--- src/sv/mex_pkg.sv ---
// shared constants and item types for the modular exponentiation block
// no dependencies
package mex_pkg;

    localparam int OPERAND_BITS = 32;
    localparam int CNT_BITS     = $clog2(OPERAND_BITS);
    localparam int RESULT_BITS  = 32;

    typedef struct packed {
        logic [OPERAND_BITS-1:0] base_value;
        logic [OPERAND_BITS-1:0] exponent;
        logic [OPERAND_BITS-1:0] modulus;
    } t_in_item;

    typedef struct packed {
        logic [RESULT_BITS-1:0] power_result;
        logic                   bad_modulus;
    } t_out_item;

endpackage

--- src/sv/modular_exponentiation_top.sv ---
// modular exponentiation, right-to-left square-and-multiply
// depends on mex_pkg
// usage:
//  - drive i_item and raise start; the item is taken at a rising edge
//    where start is high and busy is low
//  - the result appears on o_result for exactly one cycle with o_done high;
//    the receiver cannot stall, so it must take the item in that cycle
//  - a zero modulus is answered on the next cycle with power_result 0 and
//    bad_modulus set, and busy never rises
//  - otherwise busy stays high until the result cycle
// sequence:
//  - the base is first reduced, then each exponent bit takes a select step,
//    a multiply into the running result when the bit is set, and a squaring
//    of the base power; o_done follows the last squaring
//  - all of this work runs on the single bit-serial modular multiplier, which
//    consumes one multiplier bit per cycle and is shared by every product
//  - one item at a time; a new start is taken in the result cycle
// reset:
//  - synchronous, active low; returns to idle and drops busy and o_done
module modular_exponentiation_top (
    input  logic                i_clk,
    input  logic                i_rst_n,
    input  logic                start,
    input  mex_pkg::t_in_item   i_item,
    output logic                busy,
    output logic                o_done,
    output mex_pkg::t_out_item  o_result
);

    typedef enum logic [2:0] {
        ST_IDLE,
        ST_RED,
        ST_SEL,
        ST_MUL,
        ST_SQR
    } t_state;

    localparam int W = mex_pkg::OPERAND_BITS;
    localparam int C = mex_pkg::CNT_BITS;

    t_state             r_state;
    logic               r_busy;
    logic               r_done;
    mex_pkg::t_out_item r_result;

    // operand and working registers
    logic [W-1:0] r_mod;     // modulus
    logic [W-1:0] r_exp;     // exponent, shifted right one bit per step
    logic [W-1:0] r_acc;     // running result
    logic [W-1:0] r_b;       // current base power, always below the modulus
    logic [W-1:0] r_mplier;  // multiplier, consumed msb first
    logic [W-1:0] r_mcand;   // multiplicand, below the modulus
    logic [W-1:0] r_prod;    // partial product, below the modulus
    logic [C-1:0] r_cnt;     // bit count inside one multiplication
    logic [C-1:0] r_exp_cnt; // exponent bit index

    // one bit step of the interleaved multiplier:
    // t = 2*prod + bit*mcand stays below 3*mod, so one of t, t-mod, t-2*mod fits
    logic [W+1:0] t_sum;
    logic [W+1:0] mod_x1;
    logic [W+1:0] mod_x2;
    logic [W-1:0] n_prod;
    logic         n_done;
    logic         mul_last;
    logic         exp_last;
    logic         accept;

    assign mod_x1 = {2'b00, r_mod};
    assign mod_x2 = {1'b0, r_mod, 1'b0};
    assign t_sum  = {1'b0, r_prod, 1'b0}
                  + (r_mplier[W-1] ? {2'b00, r_mcand} : '0);

    always_comb begin
        if (t_sum >= mod_x2) begin
            n_prod = W'(t_sum - mod_x2);
        end else if (t_sum >= mod_x1) begin
            n_prod = W'(t_sum - mod_x1);
        end else begin
            n_prod = W'(t_sum);
        end
    end

    assign mul_last = (r_cnt == C'(W - 1));
    assign exp_last = (r_exp_cnt == C'(W - 1));
    assign accept   = start && !r_busy;

    // result strobe: zero modulus right away, else after the last squaring
    assign n_done = ((r_state == ST_IDLE) && accept && (i_item.modulus == '0))
                 || ((r_state == ST_SQR) && mul_last && exp_last);

    always_ff @(posedge i_clk) begin
        if (!i_rst_n) begin
            r_state  <= ST_IDLE;
            r_busy   <= 1'b0;
            r_done   <= 1'b0;
        end else begin
            r_done <= n_done;
            case (r_state)
                ST_IDLE: begin
                    if (accept) begin
                        r_mod     <= i_item.modulus;
                        r_exp     <= i_item.exponent;
                        r_exp_cnt <= '0;
                        if (i_item.modulus == '0) begin
                            // zero modulus: flagged right away
                            r_result.power_result <= '0;
                            r_result.bad_modulus  <= 1'b1;
                        end else begin
                            // reduce the base: base * 1 mod m
                            r_acc    <= W'(1);
                            r_mplier <= i_item.base_value;
                            r_mcand  <= W'(1);
                            r_prod   <= '0;
                            r_cnt    <= '0;
                            r_busy   <= 1'b1;
                            r_state  <= ST_RED;
                        end
                    end
                end
                ST_RED: begin
                    r_prod   <= n_prod;
                    r_mplier <= r_mplier << 1;
                    r_cnt    <= r_cnt + C'(1);
                    if (mul_last) begin
                        r_b     <= n_prod;
                        r_state <= ST_SEL;
                    end
                end
                ST_SEL: begin
                    r_prod <= '0;
                    r_cnt  <= '0;
                    if (r_exp[0]) begin
                        r_mplier <= r_acc;
                        r_mcand  <= r_b;
                        r_state  <= ST_MUL;
                    end else begin
                        r_mplier <= r_b;
                        r_mcand  <= r_b;
                        r_state  <= ST_SQR;
                    end
                end
                ST_MUL: begin
                    r_cnt <= r_cnt + C'(1);
                    if (mul_last) begin
                        // multiply done, square the base power next
                        r_acc    <= n_prod;
                        r_prod   <= '0;
                        r_mplier <= r_b;
                        r_mcand  <= r_b;
                        r_state  <= ST_SQR;
                    end else begin
                        r_prod   <= n_prod;
                        r_mplier <= r_mplier << 1;
                    end
                end
                ST_SQR: begin
                    r_prod   <= n_prod;
                    r_mplier <= r_mplier << 1;
                    r_cnt    <= r_cnt + C'(1);
                    if (mul_last) begin
                        r_b   <= n_prod;
                        r_exp <= r_exp >> 1;
                        if (exp_last) begin
                            r_result.power_result <= mex_pkg::RESULT_BITS'(r_acc);
                            r_result.bad_modulus  <= 1'b0;
                            r_busy                <= 1'b0;
                            r_state               <= ST_IDLE;
                        end else begin
                            r_exp_cnt <= r_exp_cnt + C'(1);
                            r_state   <= ST_SEL;
                        end
                    end
                end
                default: begin
                    r_busy  <= 1'b0;
                    r_state <= ST_IDLE;
                end
            endcase
        end
    end

    assign busy     = r_busy;
    assign o_done   = r_done;
    assign o_result = r_result;

endmodule

--- config.mk ---
export PLATFORM = sky130hd
export DESIGN_NAME = modular_exponentiation_top
export DESIGN_NICKNAME = d
export VERILOG_FILES = /design/src/sv/mex_pkg.sv /design/src/sv/modular_exponentiation_top.sv
export SDC_FILE = /design/constraint.sdc
export NUM_CORES = 1
export LEC_CHECK = 0
export BUFFER_PORTS_ARGS = -buffer_cell sky130_fd_sc_hd__clkbuf_2
export CORE_ASPECT_RATIO = 0.8
export CORE_MARGIN = 3
export CORE_UTILIZATION = 36
export CTS_CLUSTER_SIZE = 8
export DETAILED_ROUTE_END_ITERATION = 10
export GPL_TIMING_DRIVEN = 0
export HOLD_SLACK_MARGIN = 0.12
export PLACE_DENSITY = 0.58
export SYNTH_ARGS = -nofsm -noshare
export SYNTH_HDL_FRONTEND = slang
export SYNTH_SLANG_ARGS = --single-unit
--- constraint.sdc ---
create_clock -name i_clk -period 16.26 [get_ports i_clk]
set_input_delay 2.439 -clock i_clk [delete_from_list [all_inputs] [get_ports i_clk]]
set_output_delay 2.439 -clock i_clk [all_outputs]
set_load 0.05 [all_outputs]
==> run metrics <==
initial antenna violation count 1; type of destination of the critical path register; count of yosys warnings during synthesis 0; total of endpoints with negative setup slack in the final report 0; Crit path buffers/inverters 2; cell type contributing the most total cell area after synthesis edfxtp_1; proportion of synthesized chip area in sequential cells 0.481; number of global-route vias before repair 12,921; Worst Hold Class reg2reg; starting density of the core 0.367; Critical Path Most Common Cell and3_1; run status completed; drt drc 0; CP startpoint kind register; # hold bufs at CTS 0; aggregate negative setup slack 0 ns; global-route track usage on met1 0.303; Filler Cell Count 4,458; pins over their slew limit 0; routing layer with the top usage in global route met2; Clock Path Buffers 3; biggest fanout along the worst timing path 10; reg2reg setup slack 9.32 ns; crit path to r_acc[23]; final hold vios 0; reg-to-reg startpoint r_mplier[31]; Clock Tree Root clkbuf_16; mapped cell area 0.0169 mm^2; Final period util 0.427; die width 248 um; kind of cell with the highest combined delay on the critical path compound AO/OA/AOI/OAI gates; DR pass1 iterations 8; area of the die 0.0496 mm^2; leading cell types by total area after synthesis edfxtp_1 (47%), ha_1 (7.3%), nand2_1 (4.2%); share of the synthesized area in the top cell type 0.475; routed vias/inst 5.47; vertical die dimension 200 um; remaining antenna violation count after routing 0; global-route wire length before repair 76.3 mm; cell chain of the critical path clkbuf_1 > nand2_1 > fa_1 > nand2b_1 > a21oi_1 > o21a_1 > o21ai_0 > a21boi_0 > nor4_1 > a311o_1 > ha_1 > and3_1 > and3_1 > and3_1 > or4_1 > o211a_1 > nor2_1 > o311ai_1 > clkbuf_1 > nand2_1 > o21ai_1 > nor2_1; total nets after synthesis 1,868; count of cells resized by post-cts repair 0; register bit count reported by yosys 272; global routing usage on met3 0.0313; relative max-transition margin 0.364; crit-path max cell delay 0.66 ns; cell count after synthesis 1,667; synthesis-to-finish area growth 16.9%; Clock Latency Late Sink 0.55 ns; Core Box Area 0.0460 mm^2; TritonCTS clock tree yes; Worst Setup Path Type reg2reg; Post-synth EDFFs 267; Unique masters post-synth 82; final net count 2,058; syn_area_per_cell 10.1 um^2; RSZ-0062 raised after global routing false; Final Routed Wirelength 50.3 mm; endpoint of the worst register-to-register path r_acc[23]; time the worst path needs with I/O delays and setup 6.94 ns; number of DRC markers after the initial detailed-route iteration 1,378; number of clock sinks 272; Setup crit start r_mplier[31]; maximum number of pins on one net before global-route repair 33; CP arrival 7.21 ns; Final HPWL DP 39.5 mm; diodes inserted 0; Req. time, crit path 16.54 ns; Synth async-reset ratio 0; clk slew on worst S/H paths 0.05 ns; final clock skew 0.0152 ns; cell with the largest stage delay on the worst path clkbuf_1; placed inst area 0.0186 mm^2; number of setup buffers added after CTS 0; Peak Freq 0.144 GHz; standard-cell row count 70; post-DR wirelength/cell 20.2 um; Worst Tran Pin Value 0.946 ns; PortBufs 133; Final Wtd Congestion 0.867; leftover overflow at the end of global routing 0; total routing usage reported by global routing 0.201; global-route met2 utilization 0.304; clock buffers created by TritonCTS 40; count of vias placed by the detailed router 13,616; critical path depth in cells 22; count of max-cap constraint violations 0; Post-synth top flop edfxtp_1; total number of H-tree levels 2; R2R depth 22; proportion of layout cells with a drive suffix above 1 0.137; Post-Layout Inst Area 0.0197 mm^2; I/O pin count 134
## sequential cells by signal, indices dropped and copies added (netlist names), 5 cells and up
register / flops
o_result: 33
r_acc: 32
r_b: 32
r_exp: 32
r_mcand: 32
r_mod: 32
r_mplier: 32
r_prod: 32
r_cnt: 5
r_exp_cnt: 5
## routing by layer
| layer | vias up | wire length [um] | part of all wire |
|---|---|---|---|
| li1 | 6567 | - | - |
| met1 | 6589 | 24400 | 0.49 |
| met2 | 409 | 22000 | 0.44 |
| met3 | 51 | 2800 | 0.056 |
| met4 | 0 | 1010 | 0.020 |
| met5 | - | 0 | 0 |
## through the flow
step | utilization | hold WS (ns) | worst slack, ns | cells
detailed placement | 0.404 | 0.493 | 9.45 | 2427
global route | 0.429 | 0.531 | 8.84 | 2490
floorplan | - | 0.484 | 9.69 | 1667
global placement | 0.398 | 0.491 | 7.54 | 2412
finish | 0.429 | 0.504 | 9.32 | 2490
CTS | 0.429 | 0.505 | 9.39 | 2490
## worst min-delay path by stage
| stage | cells past startpoint | startpoint | end |
|---|---|---|---|
| after CTS | 2 | r_exp[17] | r_exp[16] |
| final | 2 | r_exp[17] | r_exp[16] |
| after detailed placement | 2 | r_exp[2] | r_exp[1] |
| after global placement | 2 | r_exp[4] | r_exp[3] |
| after floorplan | 2 | r_exp[1] | r_exp[0] |
| after global routing | 2 | r_exp[4] | r_exp[3] |
## Yosys cell counts, types with 5 or more instances
library cell and instances:
o21ai_0 50, nor2b_1 20, a21o_1 44, nand3_1 29, nand2_1 189, nor4_1 15
a21oi_1 116, ha_1 99, or3_1 7, inv_1 80, and4_1 5, o21a_1 19
a222oi_1 31, o211a_1 5, a31oi_1 15, a211oi_2 9, o21ai_1 6, a211o_1 6
nor2_1 162, xor2_1 25, and3_1 53, a221oi_1 6, clkbuf_1 63, xnor2_1 48
a211oi_1 16, and2_1 76, edfxtp_1 267, mux2i_1 6, o31ai_1 5, nand4_1 15
o21bai_1 11, nor3_1 33, buf_2 6, o211ai_1 11, mux2_2 8, dfxtp_1 5
nand2b_1 14, a311oi_1 6
## area by class of cell
class                      instances  area [um^2]  share of cell area
sequential                       272         8120               0.411
tap                              612          766              0.0388
multi-input combinational       1238         8190               0.415
inverter                          80          300              0.0152
timing repair buffer             148          873              0.0442
clock buffer                      59         1100              0.0559
clock inverter                     4         56.3             0.00285
buffer                            77          330              0.0167
## cell usage in the layout, fill, tap and decap left out, drive strengths merged, types with 14 or more instances in the layout
master	count
a211oi	25
a21o	44
a21oi	118
a222oi	31
a31oi	16
and2	77
and3	54
buf	29
clkbuf	255
edfxtp	267
ha	99
inv	80
nand2	189
nand2b	14
nand3	30
nand4	15
nor2	162
nor2b	20
nor3	35
nor4	15
o21a	19
o21ai	56
xnor2	48
xor2	25
## worst register-to-register path: cells and delay by family (launching register included)
family / cells / cell delay (ns)
DFF: 1 / 0.44
adders and majority gates: 2 / 0.89
and+or+nand+nor: 10 / 1.79
buffers and inverters: 2 / 1.16
AOI/OAI and AO/OA: 8 / 2.40
## cell families (layout without fill, tap and decap cells)
| logic type | Yosys count | after routing | share of synthesized area |
|---|---|---|---|
| compound gates | 407 | 407 | 0.171 |
| flops | 272 | 272 | 0.481 |
| simple gates | 635 | 635 | 0.182 |
| xor+xnor | 73 | 73 | 0.0379 |
| mux | 21 | 21 | 0.0149 |
| buf+inv | 157 | 368 | 0.0373 |
| fa+ha+maj | 102 | 102 | 0.0769 |
Power is not shown: default switching activity piles up to over one toggle a cycle in this logic, so the estimate is an artifact.
